$ cat config.mk
export PLATFORM = sky130hd
export DESIGN_NAME = double_ended_queue_flat
export DESIGN_NICKNAME = d
export VERILOG_FILES = /design/src/hdl/dq_pkg.sv /design/src/hdl/dq_if.sv /design/src/hdl/double_ended_queue.sv /design/src/hdl/dq_cell.sv /design/src/hdl/dq_chain.sv /design/src/flat_wrapper.sv
export SDC_FILE = /design/constraint.sdc
export NUM_CORES = 2
export LEC_CHECK = 0
export BUFFER_PORTS_ARGS = -buffer_cell sky130_fd_sc_hd__buf_2
export CAP_MARGIN = 25
export CORE_MARGIN = 2
export CORE_UTILIZATION = 45
export CTS_CLUSTER_DIAMETER = 200
export CTS_CLUSTER_SIZE = 30
export DETAILED_ROUTE_END_ITERATION = 8
export PLACE_DENSITY_LB_ADDON = 0.25
export SYNTH_ARGS = -nofsm -noshare
export SYNTH_HDL_FRONTEND = slang
export SYNTH_SLANG_ARGS = --single-unit
$ cat constraint.sdc
create_clock -name i_clk -period 7.6 [get_ports i_clk]
set_input_delay 0.76 -clock i_clk [delete_from_list [all_inputs] [get_ports i_clk]]
set_output_delay 0.76 -clock i_clk [all_outputs]
set_load 0.02 [all_outputs]
$ cat src/hdl/dq_pkg.sv
// shared types and constants for the double-ended queue
package dq_pkg;

    localparam int DQ_CAPACITY = 16;
    localparam int VALUE_W     = 32;
    localparam int COUNT_OUT_W = 5;

    // operation codes of an input transaction
    typedef enum logic [1:0] {
        ACT_PUSH_BACK  = 2'd0,
        ACT_PUSH_FRONT = 2'd1,
        ACT_POP_BACK   = 2'd2,
        ACT_POP_FRONT  = 2'd3
    } t_action;

    // result status codes
    typedef enum logic [1:0] {
        ST_OK    = 2'd0,
        ST_EMPTY = 2'd1,
        ST_FULL  = 2'd2
    } t_status;

    // per-cycle command broadcast along one chain of cells
    typedef struct packed {
        logic                      shift_up;   // move every entry one cell away from the head
        logic                      shift_down; // move every entry one cell toward the head
        logic                      write_tail; // write data into the cell at the fill level
        logic signed [VALUE_W-1:0] data;
    } t_cell_ctl;

endpackage

$ cat src/hdl/dq_if.sv
// handshake channels for operation and result transactions
interface dq_cmd_if;
    import dq_pkg::*;
    logic                      valid;
    logic                      ready;
    logic [1:0]                action;
    logic signed [VALUE_W-1:0] value;

    modport source (output valid, output action, output value, input ready);
    modport sink (input valid, input action, input value, output ready);
endinterface

interface dq_rsp_if;
    import dq_pkg::*;
    logic                          valid;
    logic                          ready;
    logic [1:0]                    status;
    logic signed [VALUE_W-1:0]     front_value;
    logic signed [VALUE_W-1:0]     back_value;
    logic [COUNT_OUT_W-1:0]        entry_count;
    logic                          is_empty;

    modport source (output valid, output status, output front_value, output back_value,
                    output entry_count, output is_empty, input ready);
    modport sink (input valid, input status, input front_value, input back_value,
                  input entry_count, input is_empty, output ready);
endinterface

$ cat src/hdl/double_ended_queue.sv
// bounded double-ended queue built from two chains of shift cells
//
// Usage: each transaction on i_cmd carries an action (push back, push front,
// pop back, pop front) and a value used by pushes. Every accepted transaction
// yields one result transaction on o_rsp with a status, the front and back
// values after the operation (zero when empty), the entry count and an empty
// flag. A pop on an empty queue or a push on a full queue leaves the queue as
// it was and reports an error status.
// A result is valid in the cycle after acceptance; one transaction can be
// accepted every cycle unless o_rsp stalls. The queue is kept twice: one chain
// with the front in cell 0, one with the back in cell 0, so both ends are read
// at fixed places and each operation is at most one shift or write per chain.
// Reset empties the queue and drops any pending result; cell contents are not
// cleared since only occupied cells are ever read. When o_rsp is stalled the
// result register holds and i_cmd.ready drops until the result is taken.
module double_ended_queue
    import dq_pkg::*;
#(
    parameter int CAPACITY = DQ_CAPACITY
) (
    input  logic     i_clk,
    input  logic     i_rst_n,
    dq_cmd_if.sink   i_cmd,
    dq_rsp_if.source o_rsp
);

    localparam int CW = $clog2(CAPACITY + 1);

    logic [CW-1:0]             r_count;
    logic [CW-1:0]             n_count;
    logic                      r_rsp_valid;
    t_status                   r_status;
    t_status                   n_status;
    logic signed [VALUE_W-1:0] r_front;
    logic signed [VALUE_W-1:0] r_back;
    logic [CW-1:0]             r_rsp_count;

    logic                      w_accept;
    logic                      w_full;
    logic                      w_empty;
    t_cell_ctl                 w_fctl;
    t_cell_ctl                 w_bctl;
    logic signed [VALUE_W-1:0] w_front_next;
    logic signed [VALUE_W-1:0] w_back_next;

    assign i_cmd.ready = !r_rsp_valid || o_rsp.ready;
    assign w_accept    = i_cmd.valid && i_cmd.ready;
    assign w_full      = (r_count == CW'(CAPACITY));
    assign w_empty     = (r_count == '0);

    // decode the operation into chain commands and the new count
    always_comb begin
        w_fctl            = '0;
        w_bctl            = '0;
        w_fctl.data       = i_cmd.value;
        w_bctl.data       = i_cmd.value;
        n_count           = r_count;
        n_status          = ST_OK;
        unique case (t_action'(i_cmd.action))
            ACT_PUSH_BACK: begin
                if (w_full) begin
                    n_status = ST_FULL;
                end else begin
                    w_fctl.write_tail = w_accept;
                    w_bctl.shift_up   = w_accept;
                    n_count           = r_count + 1'b1;
                end
            end
            ACT_PUSH_FRONT: begin
                if (w_full) begin
                    n_status = ST_FULL;
                end else begin
                    w_fctl.shift_up   = w_accept;
                    w_bctl.write_tail = w_accept;
                    n_count           = r_count + 1'b1;
                end
            end
            ACT_POP_BACK: begin
                if (w_empty) begin
                    n_status = ST_EMPTY;
                end else begin
                    w_bctl.shift_down = w_accept;
                    n_count           = r_count - 1'b1;
                end
            end
            ACT_POP_FRONT: begin
                if (w_empty) begin
                    n_status = ST_EMPTY;
                end else begin
                    w_fctl.shift_down = w_accept;
                    n_count           = r_count - 1'b1;
                end
            end
            default: begin
                n_status = ST_OK;
            end
        endcase
    end

    // front chain: cell 0 holds the front element
    dq_chain #(.DEPTH(CAPACITY), .CW(CW)) u_front_chain (
        .i_clk       (i_clk),
        .i_ctl       (w_fctl),
        .i_count     (r_count),
        .o_head_next (w_front_next)
    );

    // back chain: cell 0 holds the back element
    dq_chain #(.DEPTH(CAPACITY), .CW(CW)) u_back_chain (
        .i_clk       (i_clk),
        .i_ctl       (w_bctl),
        .i_count     (r_count),
        .o_head_next (w_back_next)
    );

    // fill level
    always_ff @(posedge i_clk) begin
        if (!i_rst_n) begin
            r_count <= '0;
        end else if (w_accept) begin
            r_count <= n_count;
        end
    end

    // result valid flag
    always_ff @(posedge i_clk) begin
        if (!i_rst_n) begin
            r_rsp_valid <= 1'b0;
        end else if (w_accept) begin
            r_rsp_valid <= 1'b1;
        end else if (o_rsp.ready) begin
            r_rsp_valid <= 1'b0;
        end
    end

    // result payload
    always_ff @(posedge i_clk) begin
        if (w_accept) begin
            r_status    <= n_status;
            r_rsp_count <= n_count;
            r_front     <= (n_count == '0) ? '0 : w_front_next;
            r_back      <= (n_count == '0) ? '0 : w_back_next;
        end
    end

    assign o_rsp.valid       = r_rsp_valid;
    assign o_rsp.status      = r_status;
    assign o_rsp.front_value = r_front;
    assign o_rsp.back_value  = r_back;
    assign o_rsp.entry_count = COUNT_OUT_W'(r_rsp_count);
    assign o_rsp.is_empty    = (r_rsp_count == '0);

    // fill level stays within capacity
    a_count_range: assert property (@(posedge i_clk) disable iff (!i_rst_n)
        r_count <= CW'(CAPACITY))
        else $error("count exceeds capacity");

    // a rejected transaction leaves the fill level unchanged
    a_error_no_change: assert property (@(posedge i_clk) disable iff (!i_rst_n)
        (w_accept && (n_status != ST_OK)) |=> (r_count == $past(r_count)))
        else $error("error transaction changed the count");

    // result count matches the fill level after the transaction
    a_rsp_count: assert property (@(posedge i_clk) disable iff (!i_rst_n)
        w_accept |=> (r_rsp_valid && (r_rsp_count == r_count)))
        else $error("result count does not match fill level");

    // a full error is only reported when the queue was full
    a_full_status: assert property (@(posedge i_clk) disable iff (!i_rst_n)
        (w_accept && (n_status == ST_FULL)) |-> w_full)
        else $error("full status without full queue");

endmodule

$ cat src/hdl/dq_cell.sv
// one storage cell of a shift chain
module dq_cell
    import dq_pkg::*;
#(
    parameter int IDX = 0,
    parameter int CW  = 5
) (
    input  logic                      i_clk,
    input  t_cell_ctl                 i_ctl,
    input  logic [CW-1:0]             i_count,
    input  logic signed [VALUE_W-1:0] i_lower,
    input  logic signed [VALUE_W-1:0] i_upper,
    output logic signed [VALUE_W-1:0] o_val,
    output logic signed [VALUE_W-1:0] o_next
);

    logic signed [VALUE_W-1:0] r_val;
    logic signed [VALUE_W-1:0] n_val;

    // take from a neighbor on a shift, or the new entry when this cell is the fill level
    always_comb begin
        n_val = r_val;
        if (i_ctl.shift_up) begin
            n_val = i_lower;
        end else if (i_ctl.shift_down) begin
            n_val = i_upper;
        end else if (i_ctl.write_tail && (i_count == CW'(IDX))) begin
            n_val = i_ctl.data;
        end
    end

    always_ff @(posedge i_clk) begin
        r_val <= n_val;
    end

    assign o_val  = r_val;
    assign o_next = n_val;

endmodule

$ cat src/hdl/dq_chain.sv
// row of cells holding the queue as seen from one end
module dq_chain
    import dq_pkg::*;
#(
    parameter int DEPTH = DQ_CAPACITY,
    parameter int CW    = $clog2(DQ_CAPACITY + 1)
) (
    input  logic                      i_clk,
    input  t_cell_ctl                 i_ctl,
    input  logic [CW-1:0]             i_count,
    output logic signed [VALUE_W-1:0] o_head_next
);

    logic signed [VALUE_W-1:0] w_val [DEPTH];

    // cell 0 is the head; shift-up data enters there; each shift moves one cell
    for (genvar g = 0; g < DEPTH; g++) begin : g_cell
        if (g == 0) begin : g_head
            dq_cell #(.IDX(g), .CW(CW)) u_cell (
                .i_clk   (i_clk),
                .i_ctl   (i_ctl),
                .i_count (i_count),
                .i_lower (i_ctl.data),
                .i_upper (w_val[g+1]),
                .o_val   (w_val[g]),
                .o_next  (o_head_next)
            );
        end else if (g == DEPTH - 1) begin : g_last
            dq_cell #(.IDX(g), .CW(CW)) u_cell (
                .i_clk   (i_clk),
                .i_ctl   (i_ctl),
                .i_count (i_count),
                .i_lower (w_val[g-1]),
                .i_upper (w_val[g]),
                .o_val   (w_val[g]),
                .o_next  ()
            );
        end else begin : g_mid
            dq_cell #(.IDX(g), .CW(CW)) u_cell (
                .i_clk   (i_clk),
                .i_ctl   (i_ctl),
                .i_count (i_count),
                .i_lower (w_val[g-1]),
                .i_upper (w_val[g+1]),
                .o_val   (w_val[g]),
                .o_next  ()
            );
        end
    end

endmodule

$ cat src/flat_wrapper.sv
// flat-port wrapper written by rule: the top's interface ports become plain ports
module double_ended_queue_flat import dq_pkg::*;
#(
    parameter int CAPACITY = DQ_CAPACITY
)
  (i_clk, i_rst_n, i_cmd_valid, i_cmd_action, i_cmd_value, i_cmd_ready, o_rsp_valid, o_rsp_status, o_rsp_front_value, o_rsp_back_value, o_rsp_entry_count, o_rsp_is_empty, o_rsp_ready);
  dq_cmd_if i_cmd_i ();
  dq_rsp_if o_rsp_i ();
  input  logic i_clk;
  input  logic i_rst_n;
  input wire logic [$bits(i_cmd_i.valid)-1:0] i_cmd_valid;
  input wire logic [$bits(i_cmd_i.action)-1:0] i_cmd_action;
  input wire logic [$bits(i_cmd_i.value)-1:0] i_cmd_value;
  output wire logic [$bits(i_cmd_i.ready)-1:0] i_cmd_ready;
  output wire logic [$bits(o_rsp_i.valid)-1:0] o_rsp_valid;
  output wire logic [$bits(o_rsp_i.status)-1:0] o_rsp_status;
  output wire logic [$bits(o_rsp_i.front_value)-1:0] o_rsp_front_value;
  output wire logic [$bits(o_rsp_i.back_value)-1:0] o_rsp_back_value;
  output wire logic [$bits(o_rsp_i.entry_count)-1:0] o_rsp_entry_count;
  output wire logic [$bits(o_rsp_i.is_empty)-1:0] o_rsp_is_empty;
  input wire logic [$bits(o_rsp_i.ready)-1:0] o_rsp_ready;
  assign i_cmd_i.valid = i_cmd_valid;
  assign i_cmd_i.action = i_cmd_action;
  assign i_cmd_i.value = i_cmd_value;
  assign i_cmd_ready = i_cmd_i.ready;
  assign o_rsp_valid = o_rsp_i.valid;
  assign o_rsp_status = o_rsp_i.status;
  assign o_rsp_front_value = o_rsp_i.front_value;
  assign o_rsp_back_value = o_rsp_i.back_value;
  assign o_rsp_entry_count = o_rsp_i.entry_count;
  assign o_rsp_is_empty = o_rsp_i.is_empty;
  assign o_rsp_i.ready = o_rsp_ready;
  double_ended_queue #(.CAPACITY(CAPACITY)) u_core (.i_clk(i_clk), .i_rst_n(i_rst_n), .i_cmd(i_cmd_i), .o_rsp(o_rsp_i));
endmodule
==> insert_results.sql <==
INSERT INTO impl_metrics (metric_group, metric, value, unit) VALUES
('cells_and_area', 'syn2layout_area_growth', '6.17', '%'),
('floorplan', 'die_width', '325', 'um'),
('critical_path', 'worstPathRequired', '7.89', 'ns'),
('power_and_ir_drop', 'power.sequential.fraction', '0.609', ''),
('detailed_routing', 'avgViaCountPerCell', '6.54', ''),
('timing', 'final_worst_setup_slack', '3.11', 'ns'),
('global_route', 'grt_start_max_net_pins', '222', ''),
('timing', 'min_period', '4.49', 'ns'),
('timing', 'rsz0062_at_grt', 'false', ''),
('timing', 'final_max_slew_viol_count', '0', ''),
('synth', 'ys.warnings.count', '0', ''),
('critical_path', 'worstPathCellList', 'inv_1 > ha_1 > or3b_2 > o41ai_1 > nand2_1 > a221oi_4 > buf_4 > a31oi_1', ''),
('timing', 'totalNegativeSetupSlack', '0', 'ns'),
('synth', 'synthArstFlopShare', '0', ''),
('synth', 'synth-main-ff-cell', 'sky130_fd_sc_hd__edfxtp_1', ''),
('cts', 'post-cts-setup-buffers', '0', ''),
('timing', 'timing.fmax', '223', 'MHz'),
('cts', 'clock_path_buffers', '3', ''),
('global_route', 'grt_pass1_wl', '182', 'mm'),
('timing', 'worst_hold_slack', '0.443', 'ns'),
('timing', 'final.setup_skew', '0.0286', 'ns'),
('min_path', 'min_to', 'u_core.r_count[2]', ''),
('placement', 'place_ws', '2.82', 'ns'),
('critical_path', 'internal_reg_to_reg_setup_slack', '3.11', 'ns'),
('cts', 'cts_made_buffers', '42', ''),
('outcome', 'status', 'completed', ''),
('timing', 'timing_worst_slew_pin_value', '1.16', 'ns'),
('synth', 'syn_area_per_cell', '13.5', 'um^2'),
('floorplan', 'die_ar', '0.106', 'mm^2'),
('power_and_ir_drop', 'power_density', '258', 'mW/mm^2'),
('synth', 'ys_seq_area_frac', '0.696', ''),
('cts', 'clk_pin_slew', '0.12', 'ns'),
('floorplan', 'io-pin-count', '112', ''),
('power_and_ir_drop', 'p_switching', '0.00353', 'W'),
('global_route', 'globalRoute.totalOverflow', '0', ''),
('cells_and_area', 'post_route_cells_drive_above_1_share', '0.0926', ''),
('cts', 'h-tree-depth', '2', ''),
('critical_path', 'critical_path.max_fanout', '50', ''),
('critical_path', 'critical_path.reg2reg.startpoint', 'u_core.r_count[0]', ''),
('power_and_ir_drop', 'clockPowerShare', '0.229', ''),
('power_and_ir_drop', 'internal-power', '0.00921', 'W'),
('critical_path', 'critical_path.slowest_cell', 'sky130_fd_sc_hd__buf_4', ''),
('critical_path', 'worst_path_dominant_cell_family', 'compound AO/OA/AOI/OAI gates', ''),
('cts', 'post_cts.resized_instances', '0', ''),
('synth', 'synth-edff-count', '1031', ''),
('detailed_routing', 'drt-total-wl', '122', 'mm'),
('min_path', 'whs_path_depth', '2', ''),
('critical_path', 'critical-path-max-stage-delay', '0.85', 'ns'),
('timing', 'final_hold_viol_count', '0', ''),
('cts', 'hold_buffers_post_cts', '0', ''),
('power_and_ir_drop', 'comb_power_share', '0.161', ''),
('min_path', 'min_from', 'i_rst_n', ''),
('cells_and_area', 'antenna_cells_inserted', '0', ''),
('cts', 'cts_root_buffer', 'sky130_fd_sc_hd__clkbuf_16', ''),
('critical_path', 'crit_path_start_kind', 'register', ''),
('timing', 'setup_violating_endpoint_count_in_the_final_report', '0', ''),
('placement', 'io_buffers', '111', ''),
('placement', 'gp_congestion', '0.762', ''),
('cells_and_area', 'final.fill_count', '8988', ''),
('floorplan', 'placement_rows', '117', ''),
('critical_path', 'critPathLaunch', 'u_core.r_count[0]', ''),
('global_route', 'grt_use_met2', '0.341', ''),
('critical_path', 'worst_r2r_endpoint', 'u_core.o_rsp.front_value[1]', ''),
('critical_path', 'worstRegToRegCells', '8', ''),
('synth', 'synth.ff_latch_count', '1101', ''),
('power_and_ir_drop', 'leakage', '16.1', 'nW'),
('flow_run', 'max_cap_viol_count', '0', ''),
('floorplan', 'core', '0.102', 'mm^2'),
('detailed_routing', 'drcViolationCount', '0', ''),
('cells_and_area', 'layout.nets', '3358', ''),
('detailed_routing', 'drt-wirelength-per-cell', '25.8', 'um');
-- how the worst max path moves through the flow --
stage                                  end  slack (ns)  cells past startpoint
3_5_place_dp                      register        2.82                     10
3_3_place_gp                      register        2.86                     10
6_report       u_core.o_rsp.front_value[1]        3.11                      8
5_1_grt        u_core.o_rsp.front_value[0]        3.01                      8
2_1_floorplan                     register        2.62                     10
4_1_cts        u_core.o_rsp.front_value[0]        3.23                      8
-- Yosys cell counts, drive strengths merged, types with 3 or more instances --
master | n | area share
nand4 | 3 | 0.00040
and2 | 4 | 0.00059
nand2 | 122 | 0.0098
o221a | 14 | 0.0034
ha | 6 | 0.0016
o21a | 31 | 0.0050
a32oi | 3 | 0.00057
o22ai | 450 | 0.061
buf | 107 | 0.012
o21ai | 46 | 0.0050
a21o | 15 | 0.0024
and3 | 6 | 0.00081
nor2b | 35 | 0.0047
edfxtp | 1031 | 0.67
xnor2 | 3 | 0.00057
a21oi | 9 | 0.00097
dfxtp | 70 | 0.030
nor3b | 3 | 0.00048
nand2b | 5 | 0.00067
a41o | 4 | 0.00086
nor2 | 534 | 0.043
inv | 45 | 0.0036
a221o | 434 | 0.093
mux2 | 32 | 0.0078
a222oi | 31 | 0.0067
clkbuf | 228 | 0.018
a31oi | 32 | 0.0043
nand3 | 99 | 0.011
-- power by group through the flow --
stage               Clock, W  Sequential (W)  Combinational (W)
floorplan                  0         0.00789            0.00125
global placement           0         0.00789            0.00200
detailed placement         0         0.00788            0.00204
CTS                  0.00300         0.00775            0.00204
global route         0.00318         0.00782            0.00221
finish               0.00292         0.00776            0.00206
-- worst reg2reg max path: stages (launching register included) --
cell and delay, ns:
sky130_fd_sc_hd__dfxtp_1 0.45, sky130_fd_sc_hd__inv_1 0.18, sky130_fd_sc_hd__ha_1 0.43, sky130_fd_sc_hd__or3b_2 0.63, sky130_fd_sc_hd__o41ai_1 0.29, sky130_fd_sc_hd__nand2_1 0.14
sky130_fd_sc_hd__a221oi_4 0.83, sky130_fd_sc_hd__buf_4 0.86, sky130_fd_sc_hd__a31oi_1 0.34
-- state kept, by name, indices dropped and copies added (netlist names) --
signal                                           cells
u_core.u_back_chain.g_cell.g_head.u_cell.o_val      32
u_core.r_count                                       5
u_core.o_rsp.valid                                   1
u_core.o_rsp.front_value                            32
u_core.u_back_chain.g_cell.g_last.u_cell.o_val      32
u_core.o_rsp.status                                  2
u_core.u_front_chain.g_cell.g_last.u_cell.o_val     32
u_core.u_front_chain.g_cell.g_mid.u_cell.o_val     448
u_core.o_rsp.back_value                             32
u_core.o_rsp.entry_count                             5
u_core.u_back_chain.g_cell.g_mid.u_cell.o_val      448
u_core.u_front_chain.g_cell.g_head.u_cell.o_val     32
-- through the flow --
step / utilization / instances / power, W / instance area [um^2]
detailed placement: 0.471 / 4638 / 0.00992 / 48100
finish: 0.483 / 4715 / 0.0127 / 49400
global placement: 0.471 / 4637 / 0.00989 / 48100
floorplan: - / 3435 / 0.00914 / 46500
CTS: 0.483 / 4715 / 0.0128 / 49400
global route: 0.483 / 4715 / 0.0132 / 49400
-- cell families (layout without fill, tap and decap cells) --
family | Yosys count | in the layout | share of synthesized area
AO/OA/AOI/OAI | 1085 | 1085 | 0.186
adder cells (fa/ha/maj) | 6 | 6 | 0.00161
flip-flops | 1101 | 1101 | 0.696
AND/OR/NAND/NOR | 827 | 827 | 0.0738
buffers and inverters | 380 | 292 | 0.0339
XOR/XNOR | 4 | 4 | 0.000754
multiplexers | 32 | 32 | 0.00775
-- layout make-up --
cell class                      count  area, um^2  share of cell area
Clock buffer                       75        1200              0.0242
Tap cell                         1368        1710              0.0347
Multi-Input combinational cell   1954       12800               0.259
Clock inverter                      2        20.0            0.000406
Timing Repair Buffer              170        1100              0.0223
Sequential cell                  1101       32400               0.656
Inverter                           45         174             0.00352
-- per-layer routing --
| metal | wire [um] | share of wire | up-vias |
|---|---|---|---|
| met1 | 55500 | 0.46 | 15805 |
| met2 | 56000 | 0.46 | 1283 |
| met3 | 8310 | 0.068 | 114 |
| met4 | 2060 | 0.017 | 6 |
| li1 | - | - | 13611 |
| met5 | 34 | 0.00028 | - |
-- placed cells by master (no fill, tap or decap), types with 43 or more instances in the layout --
cell                        count
sky130_fd_sc_hd__buf_4         51
sky130_fd_sc_hd__inv_1         44
sky130_fd_sc_hd__dfxtp_1       70
sky130_fd_sc_hd__nand3_1       97
sky130_fd_sc_hd__edfxtp_1    1031
sky130_fd_sc_hd__nand2_1      116
sky130_fd_sc_hd__nor2_1       529
sky130_fd_sc_hd__a221o_1      434
sky130_fd_sc_hd__clkbuf_16     43
sky130_fd_sc_hd__o22ai_1      449
sky130_fd_sc_hd__buf_2        111
(Power assumes the default switching activity.)
